--- src/sv/bfsa_pkg.sv ---
// ----------------------------------------------------------------------------
// bfsa_pkg
// Shared types and codes of the best-fit segment allocator.
// ----------------------------------------------------------------------------
package bfsa_pkg;

    localparam logic CMD_ALLOC   = 1'b0;
    localparam logic CMD_RELEASE = 1'b1;

    typedef enum logic [1:0] {
        ST_OK       = 2'd0,
        ST_NO_FIT   = 2'd1,
        ST_FULL     = 2'd2,
        ST_NO_MATCH = 2'd3
    } t_status;

    typedef struct packed {
        logic exact;
        logic better;
        logic match;
    } t_eval;

endpackage

--- src/sv/bfsa_ram.sv ---
// ----------------------------------------------------------------------------
// bfsa_ram
// Generic single-write, single-read RAM with registered read data.
// ----------------------------------------------------------------------------
module bfsa_ram #(
    parameter int WIDTH = 8,
    parameter int DEPTH = 16
) (
    input  logic                     i_clk,
    input  logic                     i_we,
    input  logic [$clog2(DEPTH)-1:0] i_waddr,
    input  logic [WIDTH-1:0]         i_wdata,
    input  logic [$clog2(DEPTH)-1:0] i_raddr,
    output logic [WIDTH-1:0]         o_rdata
);

    logic [WIDTH-1:0] r_mem [DEPTH];

    always_ff @(posedge i_clk) begin
        if (i_we) begin
            r_mem[i_waddr] <= i_wdata;
        end
        o_rdata <= r_mem[i_raddr];
    end

endmodule

--- src/sv/bfsa_eval.sv ---
// ----------------------------------------------------------------------------
// bfsa_eval
// Shared compare unit: checks one table entry against the current command.
// ----------------------------------------------------------------------------
module bfsa_eval
    import bfsa_pkg::*;
#(
    parameter int OFFSET_WIDTH = 16,
    parameter int OWNER_WIDTH  = 8,
    parameter int CMP_WIDTH    = 16
) (
    input  logic                    i_used,
    input  logic [OFFSET_WIDTH-1:0] i_size,
    input  logic [OWNER_WIDTH-1:0]  i_owner,
    input  logic [CMP_WIDTH-1:0]    i_req,
    input  logic [OWNER_WIDTH-1:0]  i_cur_owner,
    input  logic                    i_found,
    input  logic [OFFSET_WIDTH-1:0] i_best_size,
    output t_eval                   o_eval
);

    logic [CMP_WIDTH-1:0] size_ext;

    assign size_ext      = CMP_WIDTH'(i_size);
    assign o_eval.exact  = !i_used && (size_ext == i_req);
    assign o_eval.better = !i_used && (size_ext > i_req) && (!i_found || i_size < i_best_size);
    assign o_eval.match  = i_used && (i_owner == i_cur_owner);

endmodule

--- src/sv/best_fit_segment_allocator.sv ---
// ----------------------------------------------------------------------------
// best_fit_segment_allocator
// Address-ordered segment table with best-fit allocate and release by owner.
// ----------------------------------------------------------------------------
// channel   direction  handshake              payload
// command   in         start&!busy&!i_cfg_we  i_command, i_owner_id, i_request_size
// result    out        o_done (one cycle)     o_status, o_start_offset
// config    in         i_cfg_we               i_cfg_wdata (memory_size)
//
// An item scans the table with one read per cycle; a split then shifts the
// entries above the best fit up by one slot to insert the remainder. The
// table RAM read port sets the pace. Reset and each config write rebuild the
// first table entry in S_INIT, with busy high. The result shows for one
// cycle; the receiver cannot stall.
// ----------------------------------------------------------------------------
module best_fit_segment_allocator
    import bfsa_pkg::*;
#(
    parameter int MAX_SEGMENTS = 64,
    parameter int OFFSET_WIDTH = 16,
    parameter int OWNER_WIDTH  = 8
) (
    input  logic        i_clk,
    input  logic        i_rst_n,
    input  logic        start,
    output logic        busy,
    input  logic        i_command,
    input  logic [7:0]  i_owner_id,
    input  logic [15:0] i_request_size,
    output logic        o_done,
    output logic [1:0]  o_status,
    output logic [15:0] o_start_offset,
    input  logic        i_cfg_we,
    input  logic [15:0] i_cfg_wdata
);

    localparam int AW  = $clog2(MAX_SEGMENTS);
    localparam int CW  = (OFFSET_WIDTH > 16) ? OFFSET_WIDTH : 16;
    localparam int EW  = 2 * OFFSET_WIDTH + OWNER_WIDTH + 1;
    localparam logic [CW-1:0] OFF_MASK = CW'((64'd1 << OFFSET_WIDTH) - 64'd1);
    localparam logic [AW:0] MAX_CNT = (AW + 1)'(MAX_SEGMENTS);

    typedef enum logic [5:0] {
        S_INIT  = 6'b000001,
        S_IDLE  = 6'b000010,
        S_SCAN  = 6'b000100,
        S_SHIFT = 6'b001000,
        S_WREM  = 6'b010000,
        S_WBEST = 6'b100000
    } t_state;

    t_state                  r_state, n_state;
    logic [15:0]             r_mem_size, n_mem_size;
    logic [AW:0]             r_count, n_count;
    logic [AW:0]             r_i, n_i;
    logic                    r_pv, n_pv;
    logic [AW-1:0]           r_pi, n_pi;
    logic [AW-1:0]           r_j, n_j;
    logic                    r_sv, n_sv;
    logic [AW-1:0]           r_sj, n_sj;
    logic                    r_cmd, n_cmd;
    logic [OWNER_WIDTH-1:0]  r_owner, n_owner;
    logic [CW-1:0]           r_req, n_req;
    logic                    r_found, n_found;
    logic                    r_hit, n_hit;
    logic [AW-1:0]           r_best, n_best;
    logic [OFFSET_WIDTH-1:0] r_best_size, n_best_size;
    logic [OFFSET_WIDTH-1:0] r_best_start, n_best_start;
    logic                    r_done, n_done;
    t_status                 r_status, n_status;
    logic [15:0]             r_offset, n_offset;

    logic                    we;
    logic [AW-1:0]           waddr, raddr;
    logic [EW-1:0]           wdata, rdata;
    logic [OFFSET_WIDTH-1:0] e_start, e_size, tot;
    logic [OWNER_WIDTH-1:0]  e_owner;
    logic                    e_used;
    logic [CW-1:0]           mem_ext;
    t_eval                   ev;

    assign e_start = rdata[EW-1 -: OFFSET_WIDTH];
    assign e_size  = rdata[OWNER_WIDTH+OFFSET_WIDTH -: OFFSET_WIDTH];
    assign e_owner = rdata[OWNER_WIDTH:1];
    assign e_used  = rdata[0];
    assign mem_ext = CW'(r_mem_size);
    assign tot     = (mem_ext > OFF_MASK) ? OFF_MASK[OFFSET_WIDTH-1:0]
                                          : mem_ext[OFFSET_WIDTH-1:0];

    bfsa_ram #(.WIDTH(EW), .DEPTH(MAX_SEGMENTS)) u_ram (
        .i_clk   (i_clk),
        .i_we    (we),
        .i_waddr (waddr),
        .i_wdata (wdata),
        .i_raddr (raddr),
        .o_rdata (rdata)
    );

    bfsa_eval #(
        .OFFSET_WIDTH (OFFSET_WIDTH),
        .OWNER_WIDTH  (OWNER_WIDTH),
        .CMP_WIDTH    (CW)
    ) u_eval (
        .i_used      (e_used),
        .i_size      (e_size),
        .i_owner     (e_owner),
        .i_req       (r_req),
        .i_cur_owner (r_owner),
        .i_found     (r_found),
        .i_best_size (r_best_size),
        .o_eval      (ev)
    );

    assign busy           = (r_state != S_IDLE);
    assign o_done         = r_done;
    assign o_status       = r_status;
    assign o_start_offset = r_offset;

    always_comb begin
        n_state      = r_state;
        n_mem_size   = r_mem_size;
        n_count      = r_count;
        n_i          = r_i;
        n_pv         = 1'b0;
        n_pi         = r_pi;
        n_j          = r_j;
        n_sv         = 1'b0;
        n_sj         = r_sj;
        n_cmd        = r_cmd;
        n_owner      = r_owner;
        n_req        = r_req;
        n_found      = r_found;
        n_hit        = r_hit;
        n_best       = r_best;
        n_best_size  = r_best_size;
        n_best_start = r_best_start;
        n_done       = 1'b0;
        n_status     = r_status;
        n_offset     = r_offset;
        we           = 1'b0;
        waddr        = r_pi;
        wdata        = rdata;
        raddr        = r_i[AW-1:0];

        case (r_state)
            S_INIT: begin
                we      = 1'b1;
                waddr   = '0;
                wdata   = {{OFFSET_WIDTH{1'b0}}, tot, {OWNER_WIDTH{1'b0}}, 1'b0};
                n_count = (tot == '0) ? '0 : (AW + 1)'(1);
                n_state = S_IDLE;
            end
            S_IDLE: begin
                if (i_cfg_we) begin
                    n_mem_size = i_cfg_wdata;
                    n_state    = S_INIT;
                end else if (start) begin
                    n_cmd   = i_command;
                    n_owner = OWNER_WIDTH'(i_owner_id);
                    n_req   = CW'(i_request_size);
                    n_i     = '0;
                    n_found = 1'b0;
                    n_hit   = 1'b0;
                    if (i_command == CMD_ALLOC && i_request_size == 16'd0) begin
                        n_done   = 1'b1;
                        n_status = ST_NO_FIT;
                        n_offset = '0;
                    end else begin
                        n_state = S_SCAN;
                    end
                end
            end
            S_SCAN: begin
                if (r_i < r_count) begin
                    n_pv = 1'b1;
                    n_pi = r_i[AW-1:0];
                    n_i  = r_i + 1'b1;
                end
                if (r_pv) begin
                    if (r_cmd == CMD_RELEASE) begin
                        if (ev.match) begin
                            we    = 1'b1;
                            wdata = {e_start, e_size, {OWNER_WIDTH{1'b0}}, 1'b0};
                            n_hit = 1'b1;
                        end
                    end else if (ev.exact) begin
                        we       = 1'b1;
                        wdata    = {e_start, e_size, r_owner, 1'b1};
                        n_done   = 1'b1;
                        n_status = ST_OK;
                        n_offset = 16'(CW'(e_start));
                        n_pv     = 1'b0;
                        n_state  = S_IDLE;
                    end else if (ev.better) begin
                        n_found      = 1'b1;
                        n_best       = r_pi;
                        n_best_size  = e_size;
                        n_best_start = e_start;
                    end
                end
                if (!(r_i < r_count) && !r_pv) begin
                    if (r_cmd == CMD_RELEASE) begin
                        n_done   = 1'b1;
                        n_status = r_hit ? ST_OK : ST_NO_MATCH;
                        n_offset = '0;
                        n_state  = S_IDLE;
                    end else if (!r_found) begin
                        n_done   = 1'b1;
                        n_status = ST_NO_FIT;
                        n_offset = '0;
                        n_state  = S_IDLE;
                    end else if (r_count >= MAX_CNT) begin
                        n_done   = 1'b1;
                        n_status = ST_FULL;
                        n_offset = '0;
                        n_state  = S_IDLE;
                    end else begin
                        n_j     = AW'(r_count - 1'b1);
                        n_state = S_SHIFT;
                    end
                end
            end
            S_SHIFT: begin
                raddr = r_j;
                if (r_sv) begin
                    we    = 1'b1;
                    waddr = r_sj + 1'b1;
                    wdata = rdata;
                end
                if (r_j > r_best) begin
                    n_sv = 1'b1;
                    n_sj = r_j;
                    n_j  = r_j - 1'b1;
                end else if (!r_sv) begin
                    n_state = S_WREM;
                end
            end
            S_WREM: begin
                we      = 1'b1;
                waddr   = r_best + 1'b1;
                wdata   = {r_best_start + r_req[OFFSET_WIDTH-1:0],
                           r_best_size - r_req[OFFSET_WIDTH-1:0],
                           {OWNER_WIDTH{1'b0}}, 1'b0};
                n_state = S_WBEST;
            end
            S_WBEST: begin
                we       = 1'b1;
                waddr    = r_best;
                wdata    = {r_best_start, r_req[OFFSET_WIDTH-1:0], r_owner, 1'b1};
                n_count  = r_count + 1'b1;
                n_done   = 1'b1;
                n_status = ST_OK;
                n_offset = 16'(CW'(r_best_start));
                n_state  = S_IDLE;
            end
            default: begin
                n_state = S_INIT;
            end
        endcase

        if (i_cfg_we) begin
            n_mem_size = i_cfg_wdata;
            n_done     = 1'b0;
            n_state    = S_INIT;
        end
    end

    always_ff @(posedge i_clk) begin
        if (!i_rst_n) begin
            r_state    <= S_INIT;
            r_mem_size <= 16'hFFFF;
            r_count    <= '0;
            r_pv       <= 1'b0;
            r_sv       <= 1'b0;
            r_done     <= 1'b0;
        end else begin
            r_state    <= n_state;
            r_mem_size <= n_mem_size;
            r_count    <= n_count;
            r_pv       <= n_pv;
            r_sv       <= n_sv;
            r_done     <= n_done;
        end
    end

    always_ff @(posedge i_clk) begin
        r_i          <= n_i;
        r_pi         <= n_pi;
        r_j          <= n_j;
        r_sj         <= n_sj;
        r_cmd        <= n_cmd;
        r_owner      <= n_owner;
        r_req        <= n_req;
        r_found      <= n_found;
        r_hit        <= n_hit;
        r_best       <= n_best;
        r_best_size  <= n_best_size;
        r_best_start <= n_best_start;
        r_status     <= n_status;
        r_offset     <= n_offset;
    end

    a_count_bound: assert property (@(posedge i_clk) disable iff (!i_rst_n)
        r_count <= MAX_CNT)
        else $error("segment count exceeds table depth");

    a_done_idle: assert property (@(posedge i_clk) disable iff (!i_rst_n)
        o_done |-> (r_state == S_IDLE))
        else $error("result strobe while sequencer active");

    a_accept_progress: assert property (@(posedge i_clk) disable iff (!i_rst_n)
        (start && !busy && !i_cfg_we) |=> (busy || o_done))
        else $error("accepted command neither processed nor answered");

    a_split_grows: assert property (@(posedge i_clk) disable iff (!i_rst_n)
        (r_state == S_WBEST && !i_cfg_we) |=> (r_count == $past(r_count) + 1'b1))
        else $error("split did not add a segment");

endmodule
--- config.mk ---
export PLATFORM = sky130hd
export DESIGN_NAME = best_fit_segment_allocator
export DESIGN_NICKNAME = d
export VERILOG_FILES = /design/src/sv/bfsa_pkg.sv /design/src/sv/bfsa_ram.sv /design/src/sv/bfsa_eval.sv /design/src/sv/best_fit_segment_allocator.sv
export SDC_FILE = /design/constraint.sdc
export NUM_CORES = 2
export LEC_CHECK = 0
export ABC_AREA = 1
export ABC_CLOCK_PERIOD_IN_PS = 7100
export BUFFER_PORTS_ARGS = -buffer_cell sky130_fd_sc_hd__buf_2
export CAP_MARGIN = 30
export CORE_UTILIZATION = 40
export CTS_CLUSTER_DIAMETER = 150
export CTS_CLUSTER_SIZE = 10
export DETAILED_ROUTE_END_ITERATION = 7
export GPL_ROUTABILITY_DRIVEN = 0
export PLACE_DENSITY = 0.66
export SKIP_CTS_REPAIR_TIMING = 1
export SLEW_MARGIN = 20
export SYNTH_ARGS = -nofsm -noshare
export SYNTH_HDL_FRONTEND = slang
export SYNTH_SLANG_ARGS = --single-unit
--- constraint.sdc ---
create_clock -name i_clk -period 7.1 [get_ports i_clk]
set_input_delay 0.71 -clock i_clk [delete_from_list [all_inputs] [get_ports i_clk]]
set_output_delay 0.71 -clock i_clk [all_outputs]
set_load 0.02 [all_outputs]
After elaboration in Yosys (flattened, before gate mapping). Memories as Yosys holds them, arrays and structs flattened. A register that Yosys moved wholly into a read port is not among the register bits. Index checks and enable logic that the tools add are counted.

Register bits after elaboration: 140. Memory bits (writable): 2624. Bits of input ports: 45. Logic and storage cells: 190. Memories kept: 1.

Memories: u_ram.r_mem (depth 64, bits a word 41, read ports 1, clocked after Yosys merged registers in 1, wr ports 1, RTL line bfsa_ram.sv:17) `logic [WIDTH-1:0] r_mem [DEPTH];`.

Add/sub/neg operators: 8. $lt $le $gt $ge: 6. Eq/ne operators: 29. Mux-type cells: 89. Bitwise gates (word level): 5. Reduce and logical (&&, ||, !) cells: 32.

Operators by type and width (count): two-way mux 16 bit (11); one-hot mux 41 bit (4 select lines) (1); two-way mux 6 bit (15); one-hot mux 16 bit (3 select lines) (1); two-way mux 9 bit (4); != test 2 bit (second input constant) (17); zero test 16 bit (2); two-way mux 1 bit (30); one-hot mux 6 bit (5 select lines) (1); one-hot mux 7 bit (2 select lines) (2); one-hot mux 6 bit (4 select lines) (1); two-way mux 2 bit (11); two-way mux 7 bit (3); adder 16 bit (1); == test 16 bit (1); > comparator 16 bit (1); > comparator 16 bit (second input constant) (1); less-than comparator 16 bit (1); subtractor 16 bit (1); adder 7 x 1 -> 7 bit (second input constant) (2); AND reduction 7 bit (2); adder 6 x 1 -> 6 bit (second input constant) (2); two-way mux 4 bit (3); one-hot mux 6 bit (2 select lines) (1); other kinds (29) (54).

Longest topological paths before layout.
Depth after elaboration: 10. Mapped depth: 16.

Hierarchy. A second synthesis with hierarchy kept.

Cells, all modules: 9870. Area total of the unflattened synthesis: 115818.6 um^2.

By module, submodules not included: bfsa_ram (instances 1, cells each 8676, area each 106260.7 um^2, seq. area each 79616.4 um^2); best_fit_segment_allocator (instances 1, cells each 1037, area each 8608.3 um^2, seq. area each 3883.7 um^2); bfsa_eval (instances 1, cells each 157, area each 949.7 um^2, seq. area each 0.0 um^2).

Least setup slack after synthesis. No wires, ideal clock.

Path type: register to register. From: register r_req[15]. To: memory u_ram.r_mem[0][0] in the netlist's numbering, data pin. Arrival: 5.705 ns. Slack: 0.386 ns. Stages on the path, launching flop included: 8. Buffers on the path: 0. Cells stage by stage: edfxtp_1 inv_1 ha_1 nand4_1 or2_2 nor3_1 nor2_1 o311ai_0.

Longest elaborated chain between the ends: 6.

RTL lines: start: declaration (RTL line best_fit_segment_allocator.sv:63) `logic [CW-1:0] r_req, n_req;`; start signal: assignment (RTL line best_fit_segment_allocator.sv:293) `r_req <= n_req;`; == test 16 bit (RTL line bfsa_eval.sv:25) `assign o_eval.exact = !i_used && (size_ext == i_req);`; logical AND 1 bit (RTL line bfsa_eval.sv:25); two-way mux 9 bit (RTL line best_fit_segment_allocator.sv:186) `end else if (ev.exact) begin`; two-way mux 9 bit (RTL line best_fit_segment_allocator.sv:180) `if (r_cmd == CMD_RELEASE) begin`; two-way mux 9 bit (RTL line best_fit_segment_allocator.sv:179) `if (r_pv) begin`; one-hot mux 41 bit (4 select lines) (RTL line best_fit_segment_allocator.sv:145) `case (r_state)`; via u_ram.i_wdata[0] (RTL line bfsa_ram.sv:12) `input logic [WIDTH-1:0] i_wdata,`; end: declaration (RTL line bfsa_ram.sv:17).

The timed path passes the listed nets, and every way through them passes these cells.

Worst setup path after layout.
From: register r_state[0]. To: memory u_ram.r_mem[50][35] in the netlist's numbering, enable pin.

Longest elaborated chain between the ends: 5. Elaborated cells between the ends (all ways): 10. Those cells by class: eq/ne: 5; mux: 4; reduce/logical: 1.

RTL lines: start: declaration (RTL line best_fit_segment_allocator.sv:52) `t_state r_state, n_state;`; start signal: assignment (RTL line best_fit_segment_allocator.sv:277) `r_state <= n_state;`; == test 6 bit, or another cell as far along (RTL line best_fit_segment_allocator.sv:145); OR reduction 3 bit (no source line); one-hot mux 1 bit (3 select lines) (RTL line best_fit_segment_allocator.sv:145); two-way mux 1 bit (RTL line bfsa_ram.sv:20) `if (i_we) begin`; two-way mux 1 bit (not written as such) (RTL line bfsa_ram.sv:21) `r_mem[i_waddr] <= i_wdata;`.

Several ways; a longest one is shown, not always the timed one.

==> impl_metrics.csv <==
group,metric,value,unit
setup_path,setup.worst_path.start_class,"flop",
setup_path,critPathArrivalTime,5.58,ns
drt,routedWlPerCell,22.1,um
power,p_per_area,250,nW/um^2
placed_design,portBuffers,64,
setup_path,worstSetupPathType,"reg2reg",
finish,final_common_cell,"edfxtp_1",
finish,final_cell_mix,"edfxtp_1 (2732), nand3_1 (2491), nand2_1 (1875)",
global_route,groute.usage.overall,0.210,
sta,rsz0062_at_grt,"no",
power,switching_share,0.215,
synthesis,syn-cell-area,125000,um^2
floorplanning,pin_count,65,
cts,cts_root_buffer,"clkbuf_16",
sta,slew_headroom,0.261,
synthesis,async_flop_share,0,
sta,max_clock_freq,0.198,GHz
global_route,globalRouteOverflowTotal,0,
setup_path,critPathMaxFanout,29,
power,pwr-share-seq,0.538,
drt,vias_per_cell,5.46,
cts,cts_tree,"yes",
job,drv_cap,0,
setup_path,crit_required,7.62,ns
global_route,grt_max_degree,177,
finish,syn_to_final_growth,11.2,%
worst_hold_path,hold_depth,1,
drt,dr.pass1.iters,8,
setup_path,cp-end-kind,"flop",
drt,drc,0,
synthesis,synth_warnings,0,
drt,drt_iter0_drc,10900,
sta,tightest_slew,1.11,ns
cts,cts-buffers-inserted,322,
synthesis,mappedNetlistNets,11300,
sta,hold_viol,0,
global_route,grt_pass1_vias,77400,
floorplanning,die_h,560,um
sta,clock_skew,0.0488,ns
synthesis,synth_seq_cells,2805,
sta,setup_viol,0,
floorplanning,rows,204,
finish,drive_gt1_frac,0.0730,
outcome,run_status,"finished, final reports clean",
synthesis,synth.yosys.seq_area_share,0.669,
floorplanning,core,310000,um^2
power,leakage,52.8,nW
cts,h-tree-depth,5,
worst_hold_path,hold_path.class,"in2reg",
floorplanning,die_x,560,um
sta,finalCritPeriodShare,0.712,
synthesis,synth_edf_count,2732,
power,peakVddDrop,0.193,mV
synthesis,synth.distinct_cells,60,
sta,period_needed,5.06,ns
placed_design,hpwl,191,mm
setup_path,reg2regPathDepth,13,
synthesis,syn_inst,11200,
power,p_sw,0.00743,W
finish,nNetsFinal,11200,
finish,fin_util,0.448,
drt,ant_nets,0,
global_route,antenna_found_initial,9,
cts,clk_pin_slew_worst_paths,0.06,ns
sta,setup_tns,0,ns
finish,fillCellCount,27800,
cts,clock_latency,0.88,ns
power,clkPwrFrac,0.423,
drt,routed_wl,339,mm
global_route,grt_pass1_wl,506,mm
synthesis,avgSynthCellArea,11.2,um^2
power,p_int,0.0272,W
floorplanning,design.die.area,314000,um^2
synthesis,synth_flop_cell,"edfxtp_1",
sta,slew_viol_final,0,
cts,cts_sinks,2805,
cts,clock_path_buffers,4,
drt,vias,83600,
power,combinationalPowerShare,0.039,
floorplanning,start_util,0.403,
## power groups by stage
stage,Sequential (W),Clock [W],Combinational [W]
2_1_floorplan,0.0190,0,0.000648
5_1_grt,0.0187,0.0154,0.00143
6_report,0.0186,0.0147,0.00134
3_5_place_dp,0.0190,0,0.00131
3_3_place_gp,0.0190,0,0.00129
4_1_cts,0.0186,0.0148,0.00132
## state kept, by name (all words and copies together) (netlist names), 8 cells and up
register,cells
r_req,16
o_start_offset,16
r_best_start,16
u_ram.o_rdata,41
r_owner,8
r_best_size,16
u_ram.r_mem,2624
mem_ext,16
## routing by layer
layer  GRT usage  routed length, um  part of all wire  vias to the layer above
li1            -                  -                 -                    38300
met1       0.312             147000              0.43                    40800
met2       0.316             150000              0.44                     3975
met3      0.0400              34600              0.10                      503
met4      0.0530               7520             0.022                        0
met5           0                  0                 0                        -
## layout make-up
cell class / count / area [um^2] / area share
repair buffers: 271 / 2440 / 0.0176
clock inverters: 13 / 164 / 0.00118
multi-input cells: 6156 / 33000 / 0.238
well taps: 4120 / 5150 / 0.0372
flip-flops and latches: 2805 / 83500 / 0.602
clock buffers: 434 / 8650 / 0.0624
diodes: 5 / 12.5 / 0.0000902
inverters: 1514 / 5720 / 0.0413
## critical path: stages, from the launching register on
cell and delay [ns]:
dfxtp_1 0.36, nor2_4 0.25, nand2_2 0.12, inv_2 0.10, nand3_4 0.36, inv_2 0.66
a21oi_1 0.14, o21ai_0 0.09, nand2b_1 0.27, inv_1 0.10, nor2_1 0.19, nand3_2 0.59
nor2_4 0.96, buf_4 0.47
## path summary, 6_finish.rpt
kind                            slack [ns]           from                  end
worst min-delay path                  0.04  i_owner_id[6]           r_owner[6]
worst max-delay path                  2.04     r_state[0]  u_ram.r_mem[50][35]
worst min register to register        0.45         r_j[0]              r_sj[0]
worst max register to register        2.04     r_state[0]  u_ram.r_mem[50][35]
## cell families after synthesis
| family | after synthesis | synth area share |
|---|---|---|
| AO/OA/AOI/OAI | 357 | 0.0159 |
| XOR/XNOR | 17 | 0.00119 |
| adder cells (fa/ha/maj) | 81 | 0.00824 |
| buffers and inverters | 2222 | 0.0724 |
| flip-flops | 2805 | 0.669 |
| multiplexers | 11 | 0.000883 |
| AND/OR/NAND/NOR | 5690 | 0.232 |
## cell usage after synthesis (5+ instances only)
library cell  number  area [um^2]
a211oi_1           5         37.5
a21oi_1           79          395
a221oi_1           5         43.8
a31oi_1            8         50.1
buf_1             48          180
buf_2            350         1750
buf_4             48          360
buf_6              9          101
clkbuf_1         253          950
dfxtp_1           73         1460
edfxtp_1        2732        82000
ha_1              79          988
inv_1           1498         5620
inv_2             13         48.8
mux2i_1           11          110
nand2_1         1884         7070
nand3_1         2498        12500
nand3_2           10          100
nand3_4            7          123
nand3b_1        1031         7740
nand4_1           16          100
nor2_1           143          537
nor3_1            13         65.1
nor4_1             8         50.1
o211ai_1          13         97.6
o21ai_0          203         1020
o21bai_1           6         45.0
o22ai_1           11         68.8
or2_1              8         50.1
or2_2             48          300
xnor2_1            9         78.8
xor2_1             8         70.1
## per-stage QoR
step / power (W) / area [um^2] / hold WS, ns / setup WS, ns / cells
after floorplan: 0.0197 / 125000 / 0.408 / 0.386 / 11200
after global placement: 0.0203 / 129000 / 0.435 / 2.13 / 14800
after detailed placement: 0.0203 / 130000 / 0.448 / 2.12 / 14900
after CTS: 0.0348 / 139000 / -0.0103 / 2.11 / 15300
after global routing: 0.0355 / 139000 / 0.0108 / 1.84 / 15300
final: 0.0346 / 139000 / 0.0397 / 2.04 / 15300
No activity file was read; power rests on OpenSTA's default activity.
